$ cat config.mk
export PLATFORM = sky130hd
export DESIGN_NAME = tsdz_isqrt
export DESIGN_NICKNAME = d
export VERILOG_FILES = /design/src/rtl/tsdz_isqrt.sv
export SDC_FILE = /design/constraint.sdc
export NUM_CORES = 1
export LEC_CHECK = 0
export BUFFER_PORTS_ARGS = -buffer_cell sky130_fd_sc_hd__clkbuf_2
export CORE_MARGIN = 2
export CORE_UTILIZATION = 45
export CTS_CLUSTER_SIZE = 28
export DETAILED_ROUTE_END_ITERATION = 12
export SLEW_MARGIN = 25
export SYNTH_ARGS = -nofsm -noshare
export SYNTH_HDL_FRONTEND = slang
export SYNTH_SLANG_ARGS = --single-unit
$ cat constraint.sdc
create_clock -name clk -period 6.71 [get_ports clk]
set_input_delay 0.3355 -clock clk [delete_from_list [all_inputs] [get_ports clk]]
set_output_delay 0.3355 -clock clk [all_outputs]
set_load 0.005 [all_outputs]
$ cat src/rtl/tsdz_isqrt.sv
// Pipelined integer square root, one result bit per stage.
`default_nettype none
module tsdz_isqrt #(
    parameter int SB = 16,
    parameter int SW = 1
) (
    input  wire logic            clk,
    input  wire logic            rst_n,
    input  wire logic            en,
    input  wire logic            in_valid,
    input  wire logic [2*SB-1:0] n,
    input  wire logic [SW-1:0]   in_side,
    output logic                 out_valid,
    output logic [SB-1:0]        root,
    output logic [SW-1:0]        out_side
);
    localparam int W2 = 2 * SB;

    logic          v_reg    [0:SB];
    logic [W2-1:0] rem_reg  [0:SB];
    logic [W2-1:0] res_reg  [0:SB];
    logic [SW-1:0] side_reg [0:SB];

    always_ff @(posedge clk or negedge rst_n)
    begin
        if (!rst_n)
        begin
            v_reg[0] <= 1'b0;
        end
        else if (en)
        begin
            v_reg[0] <= in_valid;
        end
    end

    always_ff @(posedge clk)
    begin
        if (en)
        begin
            rem_reg[0]  <= n;
            res_reg[0]  <= '0;
            side_reg[0] <= in_side;
        end
    end

    for (genvar k = 1; k <= SB; k++)
    begin : g_step
        localparam logic [W2-1:0] BIT = W2'(1) << (2 * (SB - k));
        logic [W2-1:0] trial;
        logic          take;

        assign trial = res_reg[k-1] + BIT;
        assign take  = rem_reg[k-1] >= trial;

        always_ff @(posedge clk or negedge rst_n)
        begin
            if (!rst_n)
            begin
                v_reg[k] <= 1'b0;
            end
            else if (en)
            begin
                v_reg[k] <= v_reg[k-1];
            end
        end

        always_ff @(posedge clk)
        begin
            if (en)
            begin
                rem_reg[k]  <= take ? rem_reg[k-1] - trial : rem_reg[k-1];
                res_reg[k]  <= take ? (res_reg[k-1] >> 1) + BIT : res_reg[k-1] >> 1;
                side_reg[k] <= side_reg[k-1];
            end
        end
    end

    assign out_valid = v_reg[SB];
    assign root      = res_reg[SB][SB-1:0];
    assign out_side  = side_reg[SB];
endmodule
`default_nettype wire

-- After elaboration in Yosys (flattened, before gate mapping)
Memories as Yosys holds them, arrays and structs flattened.
Index checks and enable logic that the tools add are counted.
- memories: 3
- output and inout port bits: 18
- word-level logic and storage cells: 118
- RAM bits: 1105
- register bits: 17
- bits of input ports: 37
- magnitude comparators: 16
- $add $sub $neg: 48
- multiplexer cells: 34
- memories (memory ; words ; bits a word ; read ports ; clocked after Yosys merged registers in ; wr ports ; line ; RTL):
    rem_reg ; 17 ; 32 ; 16 ; 0 ; 17 ; 20 ; logic [W2-1:0] rem_reg [0:SB];
    res_reg ; 17 ; 32 ; 17 ; 0 ; 17 ; 21 ; logic [W2-1:0] res_reg [0:SB];
    side_reg ; 17 ; 1 ; 17 ; 0 ; 17 ; 22 ; logic [SW-1:0] side_reg [0:SB];
- operator list (cell ; number):
    2-to-1 mux 32 bit ; 32
    >= comparator 32 bit ; 16
    subtractor 32 bit ; 16
    adder 31 x 1 -> 32 bit (second input constant) ; 1
    adder 31 x 11 -> 32 bit (second input constant) ; 1
    adder 31 x 13 -> 32 bit (second input constant) ; 1
    adder 31 x 15 -> 32 bit (second input constant) ; 1
    adder 31 x 17 -> 32 bit (second input constant) ; 1
    adder 31 x 19 -> 32 bit (second input constant) ; 1
    adder 31 x 21 -> 32 bit (second input constant) ; 1
    adder 31 x 23 -> 32 bit (second input constant) ; 1
    adder 31 x 25 -> 32 bit (second input constant) ; 1
    adder 31 x 27 -> 32 bit (second input constant) ; 1
    adder 31 x 29 -> 32 bit (second input constant) ; 1
    adder 31 x 3 -> 32 bit (second input constant) ; 1
    adder 31 x 31 -> 32 bit (second input constant) ; 1
    adder 31 x 5 -> 32 bit (second input constant) ; 1
    adder 31 x 7 -> 32 bit (second input constant) ; 1
    adder 31 x 9 -> 32 bit (second input constant) ; 1
    adder 32 x 1 -> 32 bit (second input constant) ; 1
    adder 32 x 11 -> 32 bit (second input constant) ; 1
    adder 32 x 13 -> 32 bit (second input constant) ; 1
    adder 32 x 15 -> 32 bit (second input constant) ; 1
    adder 32 x 17 -> 32 bit (second input constant) ; 1
    12 further kinds ; 13

-- Depth between registers and ports, before layout
- depth after elaboration: 3
- depth in mapped cells: 13
- depth with buffers taken out: 10

-- Worst setup path after synthesis
Ideal clock, no wire load.
- kind: reg-to-reg
- from: mem rem_reg[0][393] (netlist bit)
- to: mem rem_reg[0][432] (netlist bit), data pin
- slack: 4085 ps
- buffers on the path: 1
- clock period less this slack: 2625 ps
- cell stages (with the launch flop): 9
- library setup time: 262 ps
- data arrival time: 2363 ps
- required time: 6448 ps
- path through: edfxtp_1 -> ha_1 -> and3_1 -> a221oi_2 -> o21ai_1 -> o31ai_2 -> and3b_1 -> buf_6 -> mux2_1
- RTL lines (what ; line):
    from (decl) ; 20

==> reports/results.txt <==
top cells by count, synth: edfxtp_1, inv_1, ha_1, nand2_1, a21oi_1
Yosys warning count: 0
core area: 68900 µm²
total clock sinks: 682
Async SR Flop Fraction: 0.0249
syn nets: 2510
number of flops mapped to enable cells by yosys: 665
synthesized instance count: 2323
total global-route track usage: 0.168
DRC: 0
DIE AREA: 72000 µm²
vias in the first global route: 18838
Top Family by Delay on Critical Path: compound AO/OA/AOI/OAI gates
Mapped Avg Cell Area: 13.5 µm²
Hold Fails Final Rpt: 0
GR Overflow Total: 0
Post-DP HPWL: 42400 µm
Setup Viol. Count Final: 0
wire per inst: 17.1 µm
Clock Tree Buf Depth: 3
WS Path Type: flop to flop
critical path's slowest cell: o31ai_2
CP Launch Type: flop
setup TNS: 0 ns
GP Congestion: 0.950
cts bufs inserted: 75
layout cells sized above 1: 0.104
Req. time, crit path: 7.06 ns
Pins Over Slew Limit: 0
synth unique cells: 95
Die Width: 268 µm
Iter 0 DRT Violations: 1261
fin crit share: 0.495
Tmin final: 3.32 ns
Reg clk slew, reported paths: 0.06 ns
Multi-input gate area: 10100 µm²
Post-CTS Resized: 0
first-pass GRT wire length: 96200 µm
drt total wl: 59200 µm
critical path, cell by cell: ha_1 > and3_1 > a221oi_2 > o21ai_1 > o31ai_2 > and3b_1 > buf_4 > mux2_1
synth top area cells: edfxtp_1, ha_1, xnor2_1
Relative slew margins: 0.400
initial core utilization: 0.456
DIE HEIGHT: 268 µm
Ports: 55
max reg flops: 512
unrepaired setup endpoints after global routing: no
count leader, synth: edfxtp_1
initial antenna violation count: 0
top_reg_cell synth: edfxtp_1
Area Growth Syn to Fin: 13.5%
P_leak: 13.3 nW
slowest stage delay, CP: 0.41 ns
crit path max fanout: 24
Worst Tran Pin Value: 0.900 ns
fin nets: 2646
CP bufs+invs: 1
CTS hold repair buffers: 35
fillers: 5818
antenna diode count: 0
Worst setup EP type: flop
number of synthesized register bits: 682
row count: 96
skew final: 0.0336 ns
register area: 20400 µm²
htree depth: 3
outcome: finished clean
final hold slack: 0.207 ns
PwrDens: 324 nW/µm²
total power: 11.6 mW
Hold Path Class: primary input to asynchronous set/reset pin
sequential area share after synthesis: 0.648
largest area contributor in the synthesized netlist: edfxtp_1
post-synth top area share: 0.635
Peak VDD IR: 233 µV
DRT Pass-1 Iters: 6
via count: 18187
crit path DAT: 3.67 ns
antenna-violating nets left: 0
largest net degree at the start of global routing: 155
Mapped Area: 31500 µm²
CTS root buffer: clkbuf_16
CTS tree: done
Buffers on Ports: 54
worst-skew pair later-pin latency: 0.62 ns
postcts setup bufs: 0
max cap viols: 0
vias per cell: 5.27
Peak Freq: 301 MHz
-- logic make-up after synthesis --
kind of cell / synth area share
fa+ha+maj: 0.0597
compound gates: 0.0800
simple gates: 0.112
xor+xnor: 0.0554
flops: 0.648
mux: 0.0150
buf+inv: 0.0299
-- routing by layer --
layer | part of all wire | routed length (µm) | vias up | GRT usage
met5 | 0 | 0 | - | 0
met4 | 0.034 | 1990 | 0 | 0.0722
met3 | 0.032 | 1920 | 132 | 0.0261
met2 | 0.55 | 32600 | 324 | 0.326
met1 | 0.38 | 22600 | 8754 | 0.179
li1 | - | - | 8977 | -
-- area by class of cell --
cell class	count	share of cell area
clock inverters	46	0.0175
well taps	931	0.0326
clock buffers	91	0.0545
multi-input cells	1420	0.284
repair buffers	98	0.0207
flip-flops and latches	682	0.571
inverters	182	0.0193
-- worst paths after layout --
check,startpoint,to,slack (ns),cells past startpoint
min in group clk,en,rem_reg[0][182],0.24,1
hold / removal,rst_n,v_reg[14],0.21,2
max in group asynchronous,rst_n,v_reg[5],6.21,2
setup reg to reg,rem_reg[0][393],rem_reg[0][432],3.39,8
hold reg to reg,side_reg[1][6],side_reg[1][7],0.42,0
setup / recovery,rem_reg[0][393],rem_reg[0][432],3.39,8
-- placed cells by master, fill, tap and decap left out, types with 34 or more instances in the layout --
cell type / instances
nor4_1: 68
clkbuf_2: 53
inv_1: 179
a21oi_1: 123
nor3_1: 59
nand2_1: 124
clkbuf_16: 75
dlygate4sd3_1: 35
xor2_1: 98
o21ai_0: 98
xnor2_1: 99
nand3_1: 37
nor2_1: 121
o21a_1: 34
ha_1: 150
edfxtp_1: 665
-- per-stage QoR --
stage	std cells	area, µm²	setup slack (ns)	util
after floorplan	2323	31500	4.08	-
after global placement	3278	32800	3.37	0.475
after detailed placement	3278	32800	3.43	0.475
after CTS	3450	35700	3.41	0.518
after global routing	3450	35700	3.08	0.518
final	3450	35700	3.39	0.518
-- worst reg2reg max path, cell delays in order (launching register included) --
cell	delay [ns]
edfxtp_1	0.39
ha_1	0.36
and3_1	0.24
a221oi_2	0.36
o21ai_1	0.24
o31ai_2	0.41
and3b_1	0.38
buf_4	0.33
mux2_1	0.36
-- where the power goes --
group	leakage, nW	total [mW]	internal, mW	switching (mW)
clock	1.23	4.18	2.49	1.68
sequential	6.57	5.69	5.34	0.353
combinational	5.49	1.71	0.755	0.951
No activity file was read; power rests on OpenSTA's default activity.
