`src/rtl/tsdz_pkg.sv`:
```
// Shared types and constants of the thumbstick dead zone block.
`default_nettype none
package tsdz_pkg;

    // Result magnitude bits; full output is all ones in this width.
    localparam int QUOT_BITS = 15;
    localparam logic [QUOT_BITS-1:0] FULL_OUT = '1;

    localparam int OUT_BITS       = 16;
    localparam int CFG_INDEX_BITS = 2;
    localparam int CFG_DATA_BITS  = 16;

    typedef logic [CFG_INDEX_BITS-1:0] cfg_index_t;

    localparam cfg_index_t CFG_ZONE_MODE  = 2'd0;
    localparam cfg_index_t CFG_FULL_SCALE = 2'd1;
    localparam cfg_index_t CFG_DEAD_WIDTH = 2'd2;

    typedef enum logic [1:0] {
        ZONE_INDEPENDENT = 2'd0,
        ZONE_CIRCULAR    = 2'd1,
        ZONE_NONE        = 2'd2
    } zone_mode_t;

    localparam logic [1:0]           ZONE_MODE_RESET  = 2'd0;
    localparam logic [CFG_DATA_BITS-1:0] FULL_SCALE_RESET = 16'd32767;
    localparam logic [CFG_DATA_BITS-1:0] DEAD_WIDTH_RESET = 16'd7864;

    // Lane flags carried beside each axis division.
    typedef struct packed {
        logic neg;
        logic zero;
        logic full;
    } lane_flags_t;

endpackage
`default_nettype wire

```
`src/rtl/tsdz_div.sv`:
```
// Pipelined restoring divider with a saturating 15-bit quotient.
`default_nettype none
module tsdz_div #(
    parameter int NW = 31,
    parameter int QW = 16,
    parameter int SW = 1
) (
    input  wire logic                           clk,
    input  wire logic                           rst_n,
    input  wire logic                           en,
    input  wire logic                           in_valid,
    input  wire logic [NW-1:0]                  num,
    input  wire logic [QW-1:0]                  den,
    input  wire logic [SW-1:0]                  in_side,
    output logic                                out_valid,
    output logic [tsdz_pkg::QUOT_BITS-1:0]      quot,
    output logic [SW-1:0]                       out_side
);
    localparam int QB = tsdz_pkg::QUOT_BITS;
    localparam int CW = ((NW > QW + QB) ? NW : QW + QB) + 1;

    logic          v_reg    [0:QB];
    logic          sat_reg  [0:QB];
    logic [CW-1:0] rem_reg  [0:QB];
    logic [QW-1:0] den_reg  [0:QB];
    logic [QB-1:0] q_reg    [0:QB];
    logic [SW-1:0] side_reg [0:QB];

    always_ff @(posedge clk or negedge rst_n)
    begin
        if (!rst_n)
        begin
            v_reg[0] <= 1'b0;
        end
        else if (en)
        begin
            v_reg[0] <= in_valid;
        end
    end

    // A quotient that reaches 2^15 can only clamp, so it is caught up front.
    always_ff @(posedge clk)
    begin
        if (en)
        begin
            sat_reg[0]  <= CW'(num) >= (CW'(den) << QB);
            rem_reg[0]  <= CW'(num);
            den_reg[0]  <= den;
            q_reg[0]    <= '0;
            side_reg[0] <= in_side;
        end
    end

    for (genvar i = 1; i <= QB; i++)
    begin : g_step
        localparam int SH = QB - i;
        logic [CW-1:0] shifted;
        logic          ge;

        assign shifted = CW'(den_reg[i-1]) << SH;
        assign ge      = rem_reg[i-1] >= shifted;

        always_ff @(posedge clk or negedge rst_n)
        begin
            if (!rst_n)
            begin
                v_reg[i] <= 1'b0;
            end
            else if (en)
            begin
                v_reg[i] <= v_reg[i-1];
            end
        end

        always_ff @(posedge clk)
        begin
            if (en)
            begin
                sat_reg[i]  <= sat_reg[i-1];
                rem_reg[i]  <= ge ? rem_reg[i-1] - shifted : rem_reg[i-1];
                den_reg[i]  <= den_reg[i-1];
                q_reg[i]    <= {q_reg[i-1][QB-2:0], ge};
                side_reg[i] <= side_reg[i-1];
            end
        end
    end

    assign out_valid = v_reg[QB];
    assign quot      = sat_reg[QB] ? tsdz_pkg::FULL_OUT : q_reg[QB];
    assign out_side  = side_reg[QB];
endmodule
`default_nettype wire

```
`config.mk`:
```
export PLATFORM = sky130hd
export DESIGN_NAME = tsdz_div
export DESIGN_NICKNAME = d
export VERILOG_FILES = /design/src/rtl/tsdz_pkg.sv /design/src/rtl/tsdz_div.sv
export SDC_FILE = /design/constraint.sdc
export NUM_CORES = 1
export LEC_CHECK = 0
export BUFFER_PORTS_ARGS = -buffer_cell sky130_fd_sc_hd__buf_2
export CAP_MARGIN = 10
export CELL_PAD_IN_SITES_DETAIL_PLACEMENT = 1
export CELL_PAD_IN_SITES_GLOBAL_PLACEMENT = 1
export CORE_MARGIN = 2
export CORE_UTILIZATION = 55
export DETAILED_ROUTE_END_ITERATION = 8
export MAX_ROUTING_LAYER = met4
export PLACE_DENSITY_LB_ADDON = 0.1
export SYNTH_ARGS = -nofsm -noshare
export SYNTH_HDL_FRONTEND = slang
export SYNTH_SLANG_ARGS = --single-unit
```
`constraint.sdc`:
```
create_clock -name clk -period 5.3 [get_ports clk]
set_input_delay 1.06 -clock clk [delete_from_list [all_inputs] [get_ports clk]]
set_output_delay 1.06 -clock clk [all_outputs]
set_load 0.05 [all_outputs]
```
==> Word-level counts from Yosys, hierarchy flattened <==
Memories as Yosys holds them, arrays and structs flattened.
Cells that the tools add are included.
W data, S select, Z words.
{ "totals": {"regBits": 16, "ramBits": 1040, "output_inout_bits": 17, "elab_cells": 70, "mem_count": 5} }
{ "classes": {"addsub": 15, "magnitude_cmp": 16, "muxes": 18} }
{ "memory_table": {"columns": ["name", "depth", "word_bits", "read_ports", "rd_clocked_by_memory_dff", "wr", "line", "text"], "rows": [
  ["rem_reg", 16, 32, 15, 0, 16, "tsdz_div.sv:24", "logic [CW-1:0] rem_reg [0:QB];"],
  ["den_reg", 16, 16, 15, 0, 16, "tsdz_div.sv:25", "logic [QW-1:0] den_reg [0:QB];"],
  ["q_reg", 16, 15, 16, 0, 16, "tsdz_div.sv:26", "logic [QB-1:0] q_reg [0:QB];"],
  ["sat_reg", 16, 1, 16, 0, 16, "tsdz_div.sv:23", "logic sat_reg [0:QB];"],
  ["side_reg", 16, 1, 16, 0, 16, "tsdz_div.sv:27", "logic [SW-1:0] side_reg [0:QB];"]
]} }
{ "op_table": {"columns": ["cell", "n"], "rows": [
  ["$mux W32", 15],
  ["$ge A32 B16 Y1", 1],
  ["$ge A32 B17 Y1", 1],
  ["$ge A32 B18 Y1", 1],
  ["$ge A32 B19 Y1", 1],
  ["$ge A32 B20 Y1", 1],
  ["$ge A32 B21 Y1", 1],
  ["$ge A32 B22 Y1", 1],
  ["$ge A32 B23 Y1", 1],
  ["$ge A32 B24 Y1", 1],
  ["$ge A32 B25 Y1", 1],
  ["$ge A32 B26 Y1", 1],
  ["$ge A32 B27 Y1", 1],
  ["$ge A32 B28 Y1", 1],
  ["$ge A32 B29 Y1", 1],
  ["$ge A32 B30 Y1", 1],
  ["$sub A32 B16 Y32", 1],
  ["$sub A32 B17 Y32", 1],
  ["$sub A32 B18 Y32", 1],
  ["$sub A32 B19 Y32", 1],
  ["$sub A32 B20 Y32", 1],
  ["$sub A32 B21 Y32", 1],
  ["$sub A32 B22 Y32", 1],
  ["$sub A32 B23 Y32", 1],
  ["other kinds (10)", 11]
]} }

==> Depth between registers and ports, before layout <==
An unclocked memory read counts as a cell.
{ "depth": {"depth_word": 3, "ltp_mapped": 14, "ltp_nobuf": 13} }

==> Worst setup path before layout <==
Ideal clock, no wire load.
{ "synth_path": {"path_type": "reg-to-reg", "startpoint": "mem den_reg[12][0] (netlist: den_reg[1][64])", "endpoint": "mem rem_reg[6][51] (netlist bit) (data pin)", "setup_time_ns": 0.273, "arrival_ns": 3.027, "t_required_ns": 5.027, "slack_ns": 2.000, "path_stages_with_launch": 13, "n_path_buf": 1, "synth_period_minus_slack_ns": 3.300, "cell_sequence": "edfxtp_1 > ha_1 > fa_1 > nor2b_1 > o21ai_0 > a21oi_1 > nor3_1 > o31ai_1 > a21oi_1 > or2_2 > clkbuf_1 > nor4b_1 > xor2_1"} }
{ "synth_lines": {"columns": ["item", "line"], "rows": [
  ["from (decl)", "tsdz_div.sv:25"],
  ["to (decl)", "tsdz_div.sv:24"]
]} }

==> impl_metrics.tcl <==
set metrics [dict create \
    status "finished, final reports clean" \
    synthTopCellsByArea "edfxtp_1 (59%), ha_1 (7.2%), xnor2_1 (2.9%), inv_1 (2.8%), xor2_1 (2.8%)" \
    clk_pin_slew_ns 0.06 \
    cp_max_fo 38 \
    path_class "reg -> reg" \
    cts-root-buf "clkbuf_16" \
    start_util_pct 55.2 \
    fin_tns_setup_ns 0 \
    slowest_delay_ns 0.76 \
    yosys.area.top_type "edfxtp_1" \
    slew_headroom_pct 32.8 \
    synth.avg_cell_area_um2 12.3 \
    viasPerCell 5.84 \
    dpl_cell_area_um2 46000 \
    start_kind "flip-flop" \
    finalHoldWorstSlack_ns 0.283 \
    setup_ws_ns 1.09 \
    hold_buffers 0 \
    drtAntennaViolNets 0 \
    port_buffers 68 \
    vias 28420 \
    drive_gt1_share_pct 9.61 \
    syn_nets 3922 \
    cts_tree "built" \
    drv_cap 0 \
    coreArea_um2 80200 \
    antenna_found_initial 1 \
    die_y_um 288 \
    grt_pass1_vias 31025 \
    insertedDiodeCount 0 \
    multi_input_area_um2 16200 \
    pre_cts_ws_ns 1.14 \
    drt-total-wl_um 106000 \
    syn-instance-count 3600 \
    htreeDepth 3 \
    grt_max_degree 107 \
    design_area_um2 49300 \
    yosys_warnings 0 \
    synth_edf_count 871 \
    fmax_mhz 238 \
    clock-sinks 887 \
    reg2reg_from "rem_reg[6][50]$_DFFE_PP_" \
    post_cts_resized 0 \
    synth_top_area_share_pct 59.1 \
    synth_cell_type_count 76 \
    fin_crit_ns 4.21 \
    syn_area_um2 44300 \
    crit_chain "or4_1, nor4_2, nand3_1, nor4b_1, a22oi_1, nor2_2, buf_4, a2111o_1, nor3_1, xor2_1" \
    rsz0062_at_grt "no" \
    finClkSkew_ns 0.0414 \
    largest_reg_flops 479 \
    grt_pass1_wl_um 167000 \
    grt-ovfl-total 0 \
    cp-startpoint "rem_reg[6][50]$_DFFE_PP_" \
    critPathSlowestCell "nor4_2" \
    grt_usage_pct 26.5 \
    yosysSeqAreaShare_pct 60.0 \
    seqCellArea_um2 26600 \
    syn2layout_area_growth_pct 11.3 \
    route.detailed.drc 0 \
    cts_buffers 96 \
    drv_slew 0 \
    hp-class "in -> async" \
    nets 4052 \
    dp_hpwl_um 77000 \
    async_flop_share_pct 1.80 \
    fp.dieW_um 288 \
    crit_arrival_ns 4.60 \
    vdd_ir_drop_max_mv 0.271 \
    routedWlPerCell_um 21.7 \
    die_area_um2 82700 \
    synth.most_common_cell "edfxtp_1" \
    clk_path_buf_depth 3 \
    drt_pre_antenna_iters 5 \
    power.total_mw 25.1 \
    ys_ff_latch 887 \
    ios 69 \
    clk_latency_ns 0.68 \
    end_kind "flip-flop" \
    fin_crit_sh_pct 79.4 \
    synthTopCellsByCount "edfxtp_1 (871), inv_1 (331), ha_1 (256)" \
    fillCellCount 8019 \
    p_leak_nw 19.1 \
    cts_setup_buffers 0 \
    power_per_cell_area_nw_per_um2 510 \
    hold_viol 0 \
    synth-main-ff-cell "edfxtp_1" \
    finalSetupViolCount 0 \
    worst_slew_pin_slew_ns 0.999 \
    finalWeightedCongestion 0.940 \
    num_rows 104 \
    required_ns 5.69 \
    drt_first_iter_violations 1398 \
]
==> path summary, 6_finish.rpt <==
kind                                                 end  slack (ns)  cells past startpoint
min in group clk                   q_reg[7][2]$_DFFE_PP_        0.41                      0
worst max register to register  rem_reg[7][28]$_DFFE_PP_        1.09                     10
max in group asynchronous           v_reg[6]$_DFFE_PN0P_        4.75                      1
worst min register to register     q_reg[7][2]$_DFFE_PP_        0.41                      0
worst min-delay path               v_reg[15]$_DFFE_PN0P_        0.28                      1
worst max-delay path            rem_reg[7][28]$_DFFE_PP_        1.09                     10
==> worst max-delay path, delay by kind of cell (launching register included) <==
kind	cells	cell delay, ns
buffers and inverters	1	0.34
xor gates and xnor gates	1	0.15
DFF	1	0.52
and+or+nand+nor	6	2.49
AOI/OAI and AO/OA	2	0.43
==> report_power, final <==
part / internal (mW) / total, mW / switching (mW)
Clock: 3.95 / 6.81 / 2.87
Sequential: 9.57 / 10.5 / 0.939
Combinational: 3.31 / 7.82 / 4.51
==> through the flow <==
step                util [%]  instances
floorplan                  -       3600
global placement        57.4       4692
detailed placement      57.4       4692
CTS                     61.5       4867
global route            61.5       4867
finish                  61.5       4867
==> cell families after synthesis <==
group / count (synthesis) / share of synthesized area, %
adders and majority gates: 270 / 7.87
muxes: 70 / 1.77
buffers and inverters: 404 / 3.46
and+or+nand+nor: 908 / 10.3
DFF: 887 / 60.0
AOI/OAI and AO/OA: 774 / 10.9
xor gates and xnor gates: 287 / 5.68
==> placed cells by master (no fill, tap or decap), types with 59 or more instances in the layout <==
master	synthesis	layout
nor3_1	74	74
buf_2	2	67
ha_1	256	256
o21ai_0	206	206
nor2_1	215	214
inv_1	331	331
clkbuf_16	0	96
xnor2_1	147	147
xor2_1	140	140
nand3_1	59	59
a21oi_1	229	226
edfxtp_1	871	871
a21o_1	109	109
mux2_2	67	67
nand2_1	232	232
==> per-layer routing <==
| metal | share of wire [%] | up-vias | track usage, % |
|---|---|---|---|
| li1 | - | 13491 | - |
| met1 | 37 | 14147 | 26.9 |
| met2 | 55 | 516 | 50.5 |
| met3 | 2.9 | 266 | 3.21 |
| met4 | 4.5 | 0 | 11.8 |
| met5 | 0 | - | - |
==> cell type report <==
| class | instances | area share (%) |
|---|---|---|
| clock buffer | 116 | 5.09 |
| clock inverter | 59 | 1.48 |
| inverter | 332 | 2.53 |
| multi-input combinational | 2309 | 32.9 |
| sequential | 887 | 53.9 |
| tap | 1060 | 2.69 |
| timing repair buffer | 104 | 1.41 |
Power figures use the tool's default switching activity.
